### config.mk
export PLATFORM = sky130hd
export DESIGN_NAME = vector_alu_dot_norm_top
export DESIGN_NICKNAME = d
export VERILOG_FILES = /design/src/rtl/core/vad_pkg.sv /design/src/rtl/core/vector_alu_dot_norm_top.sv /design/src/rtl/core/vad_front.sv /design/src/rtl/core/vad_fifo.sv /design/src/rtl/core/vad_sqrt.sv /design/src/rtl/core/vad_back.sv
export SDC_FILE = /design/constraint.sdc
export NUM_CORES = 2
export LEC_CHECK = 0
export BUFFER_PORTS_ARGS = -buffer_cell sky130_fd_sc_hd__buf_2
export CAP_MARGIN = 20
export CORE_MARGIN = 1
export CORE_UTILIZATION = 36
export DETAILED_ROUTE_END_ITERATION = 10
export PLACE_DENSITY = 0.55
export SETUP_SLACK_MARGIN = 0.3
export SYNTH_ARGS = -nofsm -noshare
export SYNTH_HDL_FRONTEND = slang
export SYNTH_SLANG_ARGS = --single-unit
### constraint.sdc
create_clock -name clk -period 20.3 [get_ports clk]
set_clock_uncertainty 0.2 [all_clocks]
set_input_delay 1.015 -clock clk [delete_from_list [all_inputs] [get_ports clk]]
set_output_delay 1.015 -clock clk [all_outputs]
set_load 0.02 [all_outputs]
### src/rtl/core/vad_pkg.sv
package vad_pkg;

  localparam int FRAC_BITS = 16;
  localparam int DATA_W    = 32;
  localparam int ACC_W     = 64;
  localparam int OPC_W     = 3;

  localparam logic [OPC_W-1:0] OP_ADD   = 3'd0;
  localparam logic [OPC_W-1:0] OP_SUB   = 3'd1;
  localparam logic [OPC_W-1:0] OP_MUL   = 3'd2;
  localparam logic [OPC_W-1:0] OP_SCALE = 3'd3;
  localparam logic [OPC_W-1:0] OP_DOT   = 3'd4;
  localparam logic [OPC_W-1:0] OP_NORM  = 3'd5;

  localparam logic signed [DATA_W-1:0] SCALE_RESET = 32'sd65536;

  localparam logic signed [ACC_W-1:0] MAX32_EXT = 64'sd2147483647;
  localparam logic signed [ACC_W-1:0] MIN32_EXT = -64'sd2147483648;
  localparam logic signed [ACC_W-1:0] MAX64     = 64'sh7FFF_FFFF_FFFF_FFFF;
  localparam logic signed [ACC_W-1:0] MIN64     = 64'sh8000_0000_0000_0000;
  localparam logic signed [ACC_W-1:0] ROUND_HALF = 64'sd1 <<< (FRAC_BITS - 1);

  localparam logic [DATA_W-1:0] MAX32 = 32'h7FFF_FFFF;
  localparam logic [DATA_W-1:0] MIN32 = 32'h8000_0000;

  // Queue depth must stay a power of two.
  localparam int FIFO_AW    = 2;
  localparam int FIFO_DEPTH = 1 << FIFO_AW;

  localparam int SQ_STEPS = ACC_W / 2;
  localparam int SQ_CW    = $clog2(SQ_STEPS);
  localparam int SQ_REM_W = DATA_W + 4;

  typedef enum logic [2:0] {
    K_ADD,
    K_SUB,
    K_MUL,
    K_SCALE,
    K_DOT,
    K_NORM
  } kind_t;

  typedef enum logic [1:0] {
    ST_RUN,
    ST_FIN,
    ST_SQRT
  } state_t;

  typedef struct packed {
    kind_t                    kind;
    logic signed [DATA_W-1:0] a;
    logic signed [DATA_W-1:0] b;
    logic                     last;
  } item_t;

  typedef struct packed {
    logic              sat;
    logic [DATA_W-1:0] value;
  } res_t;

  function automatic res_t sat32(input logic signed [ACC_W-1:0] v);
    res_t r;
    if (v > MAX32_EXT) begin
      r.sat   = 1'b1;
      r.value = MAX32;
    end else if (v < MIN32_EXT) begin
      r.sat   = 1'b1;
      r.value = MIN32;
    end else begin
      r.sat   = 1'b0;
      r.value = v[DATA_W-1:0];
    end
    return r;
  endfunction

endpackage

### src/rtl/core/vector_alu_dot_norm_top.sv
// An elementwise word passes the queue, stage 1 and output registers to out_tvalid.
// A final dot word then passes ST_FIN; a final norm word runs the 32-step square root
// in ST_FIN and ST_SQRT. One word per cycle for elementwise and non-final dot or norm
// words, while the output accepts and no vector end holds the back end in those states.
// Reset is synchronous and active low: it empties the queue, clears the accumulator
// and its overflow flag, and sets scale_factor to 1.0 (65536).
module vector_alu_dot_norm_top (
  input  logic        clk,
  input  logic        rst_n,
  input  logic        cfg_wr_en,
  input  logic [31:0] cfg_wr_data,   // scale_factor
  input  logic        in_tvalid,
  output logic        in_tready,
  input  logic [63:0] in_tdata,      // a_value [31:0], b_value [63:32]
  input  logic [2:0]  in_tuser,      // opcode [2:0]
  input  logic        in_tlast,
  output logic        out_tvalid,
  input  logic        out_tready,
  output logic [31:0] out_tdata,     // result_value [31:0]
  output logic        out_tuser,     // saturated [0]
  output logic        out_tlast
);

  logic           fifo_full;
  logic           push;
  vad_pkg::item_t push_item;
  logic           pop;
  logic           head_valid;
  vad_pkg::item_t head_item;

  vad_front u_front (
    .in_tvalid (in_tvalid),
    .in_tready (in_tready),
    .in_tdata  (in_tdata),
    .in_tuser  (in_tuser),
    .in_tlast  (in_tlast),
    .fifo_full (fifo_full),
    .push      (push),
    .push_item (push_item)
  );

  vad_fifo u_fifo (
    .clk        (clk),
    .rst_n      (rst_n),
    .push       (push),
    .push_item  (push_item),
    .full       (fifo_full),
    .pop        (pop),
    .head_valid (head_valid),
    .head_item  (head_item)
  );

  vad_back u_back (
    .clk         (clk),
    .rst_n       (rst_n),
    .cfg_wr_en   (cfg_wr_en),
    .cfg_wr_data (cfg_wr_data),
    .head_valid  (head_valid),
    .head_item   (head_item),
    .pop         (pop),
    .out_tvalid  (out_tvalid),
    .out_tready  (out_tready),
    .out_tdata   (out_tdata),
    .out_tlast   (out_tlast),
    .out_tuser   (out_tuser)
  );

endmodule

### src/rtl/core/vad_front.sv
module vad_front (
  input  logic                          in_tvalid,
  output logic                          in_tready,
  input  logic [63:0]                   in_tdata,
  input  logic [vad_pkg::OPC_W-1:0]     in_tuser,
  input  logic                          in_tlast,
  input  logic                          fifo_full,
  output logic                          push,
  output vad_pkg::item_t                push_item
);

  logic  opc_ok;
  vad_pkg::kind_t kind;

  always_comb begin
    opc_ok = 1'b1;
    kind   = vad_pkg::K_ADD;
    unique case (in_tuser)
      vad_pkg::OP_ADD:   kind = vad_pkg::K_ADD;
      vad_pkg::OP_SUB:   kind = vad_pkg::K_SUB;
      vad_pkg::OP_MUL:   kind = vad_pkg::K_MUL;
      vad_pkg::OP_SCALE: kind = vad_pkg::K_SCALE;
      vad_pkg::OP_DOT:   kind = vad_pkg::K_DOT;
      vad_pkg::OP_NORM:  kind = vad_pkg::K_NORM;
      default:           opc_ok = 1'b0;
    endcase
  end

  assign in_tready      = !fifo_full;
  assign push           = in_tvalid && !fifo_full && opc_ok;
  assign push_item.kind = kind;
  assign push_item.a    = in_tdata[31:0];
  assign push_item.b    = in_tdata[63:32];
  assign push_item.last = in_tlast;

endmodule

### src/rtl/core/vad_fifo.sv
module vad_fifo (
  input  logic           clk,
  input  logic           rst_n,
  input  logic           push,
  input  vad_pkg::item_t push_item,
  output logic           full,
  input  logic           pop,
  output logic           head_valid,
  output vad_pkg::item_t head_item
);

  vad_pkg::item_t                mem_r [vad_pkg::FIFO_DEPTH];
  logic [vad_pkg::FIFO_AW-1:0]   wr_ptr_r;
  logic [vad_pkg::FIFO_AW-1:0]   rd_ptr_r;
  logic [vad_pkg::FIFO_AW:0]     count_r;
  logic [vad_pkg::FIFO_AW:0]     count_nxt;

  always_comb begin
    unique case ({push, pop})
      2'b10:   count_nxt = count_r + 1'b1;
      2'b01:   count_nxt = count_r - 1'b1;
      default: count_nxt = count_r;
    endcase
  end

  always_ff @(posedge clk) begin
    if (push) begin
      mem_r[wr_ptr_r] <= push_item;
    end
  end

  always_ff @(posedge clk) begin
    if (!rst_n) begin
      wr_ptr_r <= '0;
      rd_ptr_r <= '0;
      count_r  <= '0;
    end else begin
      if (push) begin
        wr_ptr_r <= wr_ptr_r + 1'b1;
      end
      if (pop) begin
        rd_ptr_r <= rd_ptr_r + 1'b1;
      end
      count_r <= count_nxt;
    end
  end

  assign full       = count_r[vad_pkg::FIFO_AW];
  assign head_valid = (count_r != '0);
  assign head_item  = mem_r[rd_ptr_r];

  a_count_bound: assert property (@(posedge clk) disable iff (!rst_n)
    int'(count_r) <= vad_pkg::FIFO_DEPTH)
    else $error("queue count beyond depth");

  a_no_pop_empty: assert property (@(posedge clk) disable iff (!rst_n)
    pop |-> count_r != '0)
    else $error("queue popped while empty");

endmodule

### src/rtl/core/vad_sqrt.sv
module vad_sqrt (
  input  logic                        clk,
  input  logic                        rst_n,
  input  logic                        start,
  input  logic [vad_pkg::ACC_W-1:0]   radicand,
  output logic                        busy,
  output logic [vad_pkg::DATA_W-1:0]  root
);

  logic                          busy_r;
  logic [vad_pkg::SQ_CW-1:0]     cnt_r;
  logic [vad_pkg::ACC_W-1:0]     n_r;
  logic [vad_pkg::SQ_REM_W-1:0]  rem_r;
  logic [vad_pkg::DATA_W-1:0]    root_r;
  logic [vad_pkg::SQ_REM_W-1:0]  rem_sh;
  logic [vad_pkg::SQ_REM_W-1:0]  trial;
  logic                          ge;

  assign rem_sh = {rem_r[vad_pkg::SQ_REM_W-3:0], n_r[vad_pkg::ACC_W-1 -: 2]};
  assign trial  = {2'b00, root_r, 2'b01};
  assign ge     = (rem_sh >= trial);

  always_ff @(posedge clk) begin
    if (!rst_n) begin
      busy_r <= 1'b0;
      cnt_r  <= '0;
    end else if (start) begin
      busy_r <= 1'b1;
      cnt_r  <= '0;
    end else if (busy_r) begin
      cnt_r <= cnt_r + 1'b1;
      if (cnt_r == vad_pkg::SQ_CW'(vad_pkg::SQ_STEPS - 1)) begin
        busy_r <= 1'b0;
      end
    end
  end

  always_ff @(posedge clk) begin
    if (start) begin
      n_r    <= radicand;
      rem_r  <= '0;
      root_r <= '0;
    end else if (busy_r) begin
      n_r    <= n_r << 2;
      rem_r  <= ge ? (rem_sh - trial) : rem_sh;
      root_r <= {root_r[vad_pkg::DATA_W-2:0], ge};
    end
  end

  assign busy = busy_r;
  assign root = root_r;

endmodule

### src/rtl/core/vad_back.sv
module vad_back (
  input  logic                         clk,
  input  logic                         rst_n,
  input  logic                         cfg_wr_en,
  input  logic [31:0]                  cfg_wr_data,
  input  logic                         head_valid,
  input  vad_pkg::item_t               head_item,
  output logic                         pop,
  output logic                         out_tvalid,
  input  logic                         out_tready,
  output logic [31:0]                  out_tdata,
  output logic                         out_tlast,
  output logic                         out_tuser
);

  vad_pkg::state_t                       state_r;
  vad_pkg::state_t                       state_nxt;
  logic signed [vad_pkg::DATA_W-1:0]     scale_r;
  logic                                  s1_valid_r;
  vad_pkg::item_t                        s1_item_r;
  logic signed [vad_pkg::ACC_W-1:0]      s1_prod_r;
  logic signed [vad_pkg::ACC_W-1:0]      acc_r;
  logic                                  acc_ovf_r;
  logic                                  fin_norm_r;
  logic                                  out_valid_r;
  logic [vad_pkg::DATA_W-1:0]            out_value_r;
  logic                                  out_last_r;
  logic                                  out_sat_r;

  logic signed [vad_pkg::DATA_W-1:0]     mul_a;
  logic signed [vad_pkg::DATA_W-1:0]     mul_b;
  logic signed [vad_pkg::ACC_W-1:0]      prod;
  logic signed [vad_pkg::DATA_W:0]       add_sum;
  logic signed [vad_pkg::DATA_W:0]       sub_diff;
  logic signed [vad_pkg::ACC_W-1:0]      rnd;
  logic signed [vad_pkg::ACC_W-1:0]      rnd_q;
  logic [vad_pkg::ACC_W:0]               acc_sum;
  logic                                  acc_wrap;
  logic signed [vad_pkg::ACC_W-1:0]      dot_q;
  vad_pkg::res_t                         ew_res;
  vad_pkg::res_t                         fin_res;
  logic [vad_pkg::DATA_W-1:0]            sq_root;
  logic                                  sq_busy;
  logic                                  sq_start;
  logic                                  slot_free;
  logic                                  s1_ew;
  logic                                  s1_fire;
  logic                                  acc_en;
  logic                                  ew_emit;
  logic                                  fin_emit;

  // Stage 1 operand selection and product.
  always_comb begin
    mul_a = head_item.a;
    unique case (head_item.kind)
      vad_pkg::K_SCALE: mul_b = scale_r;
      vad_pkg::K_NORM:  mul_b = head_item.a;
      default:          mul_b = head_item.b;
    endcase
  end

  assign prod = mul_a * mul_b;

  // Elementwise results.
  assign add_sum  = $signed({s1_item_r.a[31], s1_item_r.a})
                  + $signed({s1_item_r.b[31], s1_item_r.b});
  assign sub_diff = $signed({s1_item_r.a[31], s1_item_r.a})
                  - $signed({s1_item_r.b[31], s1_item_r.b});
  assign rnd      = s1_prod_r + vad_pkg::ROUND_HALF;
  assign rnd_q    = rnd >>> vad_pkg::FRAC_BITS;

  always_comb begin
    unique case (s1_item_r.kind)
      vad_pkg::K_ADD: ew_res = vad_pkg::sat32({{31{add_sum[32]}}, add_sum});
      vad_pkg::K_SUB: ew_res = vad_pkg::sat32({{31{sub_diff[32]}}, sub_diff});
      default:        ew_res = vad_pkg::sat32(rnd_q);
    endcase
  end

  // Saturating accumulate.
  assign acc_sum  = {acc_r[vad_pkg::ACC_W-1], acc_r}
                  + {s1_prod_r[vad_pkg::ACC_W-1], s1_prod_r};
  assign acc_wrap = acc_sum[vad_pkg::ACC_W] ^ acc_sum[vad_pkg::ACC_W-1];

  // Vector end results.
  assign dot_q = (acc_r >>> vad_pkg::FRAC_BITS)
               + $signed({{(vad_pkg::ACC_W-1){1'b0}}, acc_r[vad_pkg::FRAC_BITS-1]});

  always_comb begin
    if (acc_ovf_r) begin
      fin_res.sat   = 1'b1;
      fin_res.value = acc_r[vad_pkg::ACC_W-1] ? vad_pkg::MIN32 : vad_pkg::MAX32;
    end else if (fin_norm_r) begin
      fin_res.sat   = sq_root[vad_pkg::DATA_W-1];
      fin_res.value = sq_root[vad_pkg::DATA_W-1] ? vad_pkg::MAX32 : sq_root;
    end else begin
      fin_res = vad_pkg::sat32(dot_q);
    end
  end

  vad_sqrt u_sqrt (
    .clk      (clk),
    .rst_n    (rst_n),
    .start    (sq_start),
    .radicand (acc_r[vad_pkg::ACC_W-1] ? '0 : acc_r),
    .busy     (sq_busy),
    .root     (sq_root)
  );

  assign slot_free = !out_valid_r || out_tready;
  assign s1_ew     = (s1_item_r.kind != vad_pkg::K_DOT) && (s1_item_r.kind != vad_pkg::K_NORM);

  always_comb begin
    state_nxt = state_r;
    unique case (state_r)
      vad_pkg::ST_RUN: begin
        if (s1_valid_r && !s1_ew && s1_item_r.last) begin
          state_nxt = vad_pkg::ST_FIN;
        end
      end
      vad_pkg::ST_FIN: begin
        if (fin_norm_r && !acc_ovf_r) begin
          state_nxt = vad_pkg::ST_SQRT;
        end else if (slot_free) begin
          state_nxt = vad_pkg::ST_RUN;
        end
      end
      vad_pkg::ST_SQRT: begin
        if (!sq_busy && slot_free) begin
          state_nxt = vad_pkg::ST_RUN;
        end
      end
      default: state_nxt = vad_pkg::ST_RUN;
    endcase
  end

  always_comb begin
    s1_fire  = 1'b0;
    sq_start = 1'b0;
    fin_emit = 1'b0;
    unique case (state_r)
      vad_pkg::ST_RUN:  s1_fire  = s1_valid_r && (!s1_ew || slot_free);
      vad_pkg::ST_FIN: begin
        sq_start = fin_norm_r && !acc_ovf_r;
        fin_emit = !(fin_norm_r && !acc_ovf_r) && slot_free;
      end
      vad_pkg::ST_SQRT: fin_emit = !sq_busy && slot_free;
      default: begin
        s1_fire = 1'b0;
      end
    endcase
  end

  assign acc_en  = s1_fire && !s1_ew;
  assign ew_emit = s1_fire && s1_ew;
  assign pop     = head_valid && (!s1_valid_r || s1_fire);

  always_ff @(posedge clk) begin
    if (!rst_n) begin
      state_r     <= vad_pkg::ST_RUN;
      scale_r     <= vad_pkg::SCALE_RESET;
      s1_valid_r  <= 1'b0;
      acc_r       <= '0;
      acc_ovf_r   <= 1'b0;
      fin_norm_r  <= 1'b0;
      out_valid_r <= 1'b0;
    end else begin
      state_r <= state_nxt;
      if (cfg_wr_en) begin
        scale_r <= cfg_wr_data;
      end
      if (pop) begin
        s1_valid_r <= 1'b1;
      end else if (s1_fire) begin
        s1_valid_r <= 1'b0;
      end
      if (fin_emit) begin
        acc_r     <= '0;
        acc_ovf_r <= 1'b0;
      end else if (acc_en) begin
        if (acc_wrap) begin
          acc_r     <= s1_prod_r[vad_pkg::ACC_W-1] ? vad_pkg::MIN64 : vad_pkg::MAX64;
          acc_ovf_r <= 1'b1;
        end else begin
          acc_r <= acc_sum[vad_pkg::ACC_W-1:0];
        end
      end
      if (acc_en && s1_item_r.last) begin
        fin_norm_r <= (s1_item_r.kind == vad_pkg::K_NORM);
      end
      if (slot_free) begin
        out_valid_r <= ew_emit || fin_emit;
      end
    end
  end

  always_ff @(posedge clk) begin
    if (pop) begin
      s1_item_r <= head_item;
      s1_prod_r <= prod;
    end
    if (ew_emit) begin
      out_value_r <= ew_res.value;
      out_sat_r   <= ew_res.sat;
      out_last_r  <= s1_item_r.last;
    end else if (fin_emit) begin
      out_value_r <= fin_res.value;
      out_sat_r   <= fin_res.sat;
      out_last_r  <= 1'b1;
    end
  end

  assign out_tvalid = out_valid_r;
  assign out_tdata  = out_value_r;
  assign out_tlast  = out_last_r;
  assign out_tuser  = out_sat_r;

  a_acc_cleared: assert property (@(posedge clk) disable iff (!rst_n)
    fin_emit |=> (acc_r == '0 && !acc_ovf_r))
    else $error("accumulator not cleared after vector end");

  a_sqrt_idle_in_run: assert property (@(posedge clk) disable iff (!rst_n)
    state_r == vad_pkg::ST_RUN |-> !sq_busy)
    else $error("square root unit busy while streaming");

endmodule
## Word level (Yosys, flattened, before mapping)

Memories as Yosys holds them, arrays and structs flattened. A register that Yosys moved wholly into a read port is not among the register bits.
Index checks and enable logic that the tools add are counted.

- Register bits after elaboration: 411
- Bits in writable memories: 272
- Bits of input ports: 105
- Memories kept: 1

Memories:

| name | words | bits a word | rd ports | clocked after memory_dff | write ports | line | text |
|---|---|---|---|---|---|---|---|
| u_fifo.mem_r | 4 | 68 | 1 | 1 | 1 | vad_fifo.sv:12 | `vad_pkg::item_t mem_r [vad_pkg::FIFO_DEPTH];` |

- Add/sub/neg operators: 11
- Multiply operators: 1
- $lt $le $gt $ge: 9
- Equal/unequal tests: 19
- Mux-type cells: 46
- Bitwise logic cells: 2
- Reductions and logical operators: 37

Operators with widths:

| kind | number |
|---|---|
| $mux W33 | 10 |
| $mux W64 | 4 |
| $mux W32 | 3 |
| $gt A33 B32 Y1 const B | 2 |
| $lt A33 B32 Y1 const B | 2 |
| $pmux W33 S2 | 1 |
| $add A64 B64 Y65 | 1 |
| $add A64 B17 Y64 const B | 1 |
| $gt A64 B32 Y1 const B | 1 |
| $lt A64 B32 Y1 const B | 1 |
| $mul A32 B32 Y64 | 1 |
| $pmux W32 S2 | 1 |
| $mux W63 | 1 |
| $add A48 B2 Y49 | 1 |
| $gt A48 B32 Y1 const B | 1 |
| $lt A48 B32 Y1 const B | 1 |
| $ge A36 B34 Y1 | 1 |
| $mux W34 | 1 |
| $sub A34 B34 Y34 | 1 |
| $add A32 B32 Y33 | 1 |
| $sub A32 B32 Y33 | 1 |
| $mux W31 | 1 |
| $pmux W3 S5 | 1 |
| $mux W1 | 14 |
| 30 further kinds | 72 |

## Depth between registers and ports, before layout

- Depth in word-level cells: 10
- Mapped depth: 40
- Depth with buffers taken out: 34

## By module

Synthesis repeated with hierarchy kept, for this count alone.

- Cells, all modules: 7578
- Area, all modules: 75627.5 sq um

By module, submodules not included:

| module | instances | cells each | area each (sq um) |
|---|---|---|---|
| vad_back | 1 | 6357 | 57094.8 |
| vad_fifo | 1 | 401 | 10281.1 |
| vad_sqrt | 1 | 749 | 7726.2 |
| vad_front | 1 | 71 | 525.5 |

## Least setup slack after synthesis

Ideal clock, no wire load.

- Path kind: register to register
- From: reg (tool-made name)
- To: reg u_back.s1_prod_r[57] (netlist bit) (data pin)
- Arrival time: 10.299 ns
- Required time: 19.942 ns
- Path slack: 9.643 ns
- Stages on the path, launching flop included: 40
- Path buffers: 6
- Clock period less this slack: 10.657 ns
- Cells stage by stage: dfxtp_1 -> buf_2 -> buf_1 -> clkbuf_1 -> buf_1 -> mux2i_1 -> nand2_1 -> o21ai_1 -> clkinv_1 -> a22o_1 -> a21oi_1 -> clkbuf_1 -> nor2_1 -> fa_1 -> fa_1 -> fa_1 -> inv_1 -> fa_1 -> [4 not listed] -> inv_1 -> fa_1 -> inv_1 -> fa_1 -> inv_1 -> ha_1 -> clkbuf_1 -> a211oi_1 -> o21ai_0 -> a31oi_1 -> nor3b_1 -> a311oi_2 -> nor3_1 -> o31ai_2 -> o31ai_1 -> o41ai_4 -> or4b_1 -> o211ai_1

RTL lines:

| what | line | text |
|---|---|---|
| to (signal assigned) | vad_back.sv:200 | `s1_prod_r <= prod;` |
| to (decl) | vad_back.sv:21 | `logic signed [vad_pkg::ACC_W-1:0] s1_prod_r;` |

==> flow_summary.yaml <==
status:
  status: "complete, no violations"
drt:
  final_antenna_net_count: 0
  drc: 0
  via_per_inst: 5.41
  postRouteWirelength_mm: 254
  avgRoutedWirePerCell_um: 24.3
  num_vias: 56400
  firstDrtPassIters: 6
  drt_iter0_drc: 5016
job:
  max-cap-violations: 0
synth:
  synth_seq_area_share: 0.254
  syn_area_mm2: 0.0737
  yosysWarnings: 0
  synth_most_common_cell: "inv_1"
  synthTopCellsByCount: "1257 x inv_1, 1087 x fa_1, 846 x nand2_1"
  synth_seq_cells: 685
  synthFlopType: "edfxtp_1"
  synth_edf_count: 502
  yosys.area.top_type: "fa_1"
  synth_cell_type_count: 98
  yosys-top-cells-area: "fa_1 30%, edfxtp_1 20%, inv_1 6.4%"
  netlist.area_leader.share: 0.295
  syn_avg_cell_area_um2: 9.56
  synth_fp_nets: 9259
  async_flop_share: 0
  syn_inst: 7709
critical_path:
  cp_top_family: "adder cells"
  rrSetupSlack_ns: 6.81
  r2r-end: "u_back.s1_prod_r[40]"
  slowest_stage: "clkinv_1"
  crit_type: "reg2reg"
  start_kind: "flip-flop"
  critical_path_depth: 33
  critPathArrivalTime_ns: 13.70
  worst_setup_path_end_kind: "flip-flop"
  crit_top_cell: "fa_1"
  critPathCapture: "u_back.s1_prod_r[40]"
  r2r_cells: 33
  critical-path-max-stage-delay_ns: 0.94
  critPathRequiredTime_ns: 20.51
  critPathBufInv: 9
  cp_max_fo: 60
hold_path:
  holdCritPathClass: "in2reg"
floorplan:
  num_rows: 165
  die_h_um: 454
  initial_core_util: 0.364
  die_width_um: 454
  core_mm2: 0.203
  dieArea_mm2: 0.207
  ios: 141
grt:
  grt_pass1_vias: 57800
  grt_max_degree: 91
  met2_usage: 0.379
  antenna_found_initial: 12
  grt_use_met1: 0.328
  busiest_layer: "met2"
  grt_pass1_wl_mm: 378
  grt_usage: 0.248
  grt.overflow.total: 0
  grtUsageMet3: 0.0575
layout:
  area_delta_synth_final_pct: 8.72
  nNetsFinal: 9240
  fillers: 20200
  drive_gt1_frac: 0.0738
timing:
  setup-tns-final_ns: 0
  post-route-period-util: 0.664
  max_freq_ghz: 0.0741
  grt_setup_unrepaired: "false"
  period_needed_ns: 13.49
  setup_viol: 0
  tightest_slew_ns: 1.16
  drv_slew: 0
  hold_viol_final: 0
  max_slew_margin: 0.224
placed_design:
  place.gp.congestion: 0.997
  numPortBuffers: 140
  hpwl_mm: 197
clocking:
  post_cts_resized: 0
  htree_num_levels: 3
  cts_made_buffers: 79
  cts_tree: "built"
  clk_latency_ns: 0.76
  path_clk_slew_ns: 0.06
  cts_hold_buf: 0
  numClockSinks: 685
  clk_path_buf_depth: 3
  cts_root_buffer: "clkbuf_16"
  cts_setup_buffers: 0
## area by class of cell
cell class / instances / area, um2 / share of cell area
multi-input combinational: 5366 / 48900 / 0.610
sequential: 685 / 18700 / 0.234
inverter: 1278 / 4800 / 0.0599
tap: 2672 / 3340 / 0.0417
clock buffer: 102 / 2160 / 0.0269
timing repair buffer: 280 / 1820 / 0.0227
clock inverter: 42 / 374 / 0.00467
antenna: 3 / 7.51 / 0.0000937
## sequential cells by signal, indices dropped and copies added (netlist names), 2 cells and up, named ones only
| signal | flops |
|---|---|
| u_back.acc_r | 64 |
| u_back.out_tdata | 32 |
| u_back.s1_item_r | 68 |
| u_back.s1_prod_r | 64 |
| u_back.scale_r | 32 |
| u_back.state_r | 2 |
| u_back.u_sqrt.cnt_r | 5 |
| u_back.u_sqrt.n_r | 64 |
| u_back.u_sqrt.rem_r | 34 |
| u_back.u_sqrt.root | 32 |
| u_fifo.count_r | 3 |
| u_fifo.mem_r | 272 |
| u_fifo.rd_ptr_r | 2 |
| u_fifo.wr_ptr_r | 2 |
## per-layer routing
layer  up-vias  share of wire
met5         -        0.00011
met2      2400           0.44
li1      24900              -
met3       558          0.088
met4         4          0.058
met1     28500           0.42
## kinds of logic after synthesis
| group | after synthesis | share of synthesized area |
|---|---|---|
| compound gates | 1104 | 0.0969 |
| xor+xnor | 285 | 0.0339 |
| buf+inv | 1658 | 0.0857 |
| mux | 202 | 0.0341 |
| simple gates | 2330 | 0.139 |
| fa+ha+maj | 1445 | 0.356 |
| flops | 685 | 0.254 |
## metrics by stage
| stage | instances | setup slack, ns | instance area [um2] | util | hold WS (ns) |
|---|---|---|---|---|---|
| after floorplan | 7709 | 9.64 | 73700 | - | 0.242 |
| after global placement | 10300 | 7.20 | 77500 | 0.382 | 0.283 |
| after detailed placement | 10300 | 7.17 | 77600 | 0.383 | 0.299 |
| after CTS | 10400 | 7.14 | 80100 | 0.395 | 0.192 |
| after global routing | 10400 | 6.43 | 80100 | 0.395 | 0.234 |
| final | 10400 | 6.81 | 80100 | 0.395 | 0.266 |
## cells in the final DEF, fill, tap and decap left out, drive strengths merged, types with 16 or more instances in the layout
master	netlist	final
nand3	97	97
mux4	36	36
or3	17	17
o211ai	24	24
fa	1087	1087
o21bai	40	40
nand2b	68	68
inv	1258	1268
o22ai	16	16
nor3	157	157
nor4	24	24
nor2	831	831
a22oi	36	36
edfxtp	502	502
clkinv	20	45
o221ai	30	30
nor2b	74	74
o31ai	20	20
a21boi	16	16
a21oi	306	306
o21ai	261	261
xor2	101	101
a21o	99	99
a221oi	16	16
a31oi	31	31
a32oi	21	21
ha	358	358
mux2	35	35
and2	40	40
buf	81	280
nand2	846	846
a211oi	47	47
dfxtp	183	183
and3	49	49
nand4	56	56
o21a	35	35
mux2i	131	131
clkbuf	299	102
xnor2	184	184
## how the worst min path moves through the flow
stage,slack [ns],from,depth (start not counted),to
CTS,0.19,in_tdata[27],1,u_fifo.mem_r[1][60]
finish,0.27,in_tdata[25],1,u_fifo.mem_r[1][58]
global placement,0.28,u_back.u_sqrt.cnt_r[4],2,u_back.u_sqrt.cnt_r[4]
detailed placement,0.30,u_back.u_sqrt.cnt_r[4],2,u_back.u_sqrt.cnt_r[4]
floorplan,0.24,u_back.scale_r[16],2,u_back.scale_r[16]
global route,0.23,in_tdata[26],1,u_fifo.mem_r[0][59]
Power is left out: the tool's default activity adds up to more than one toggle a clock period on the data nets, which glitch-free logic cannot reach.
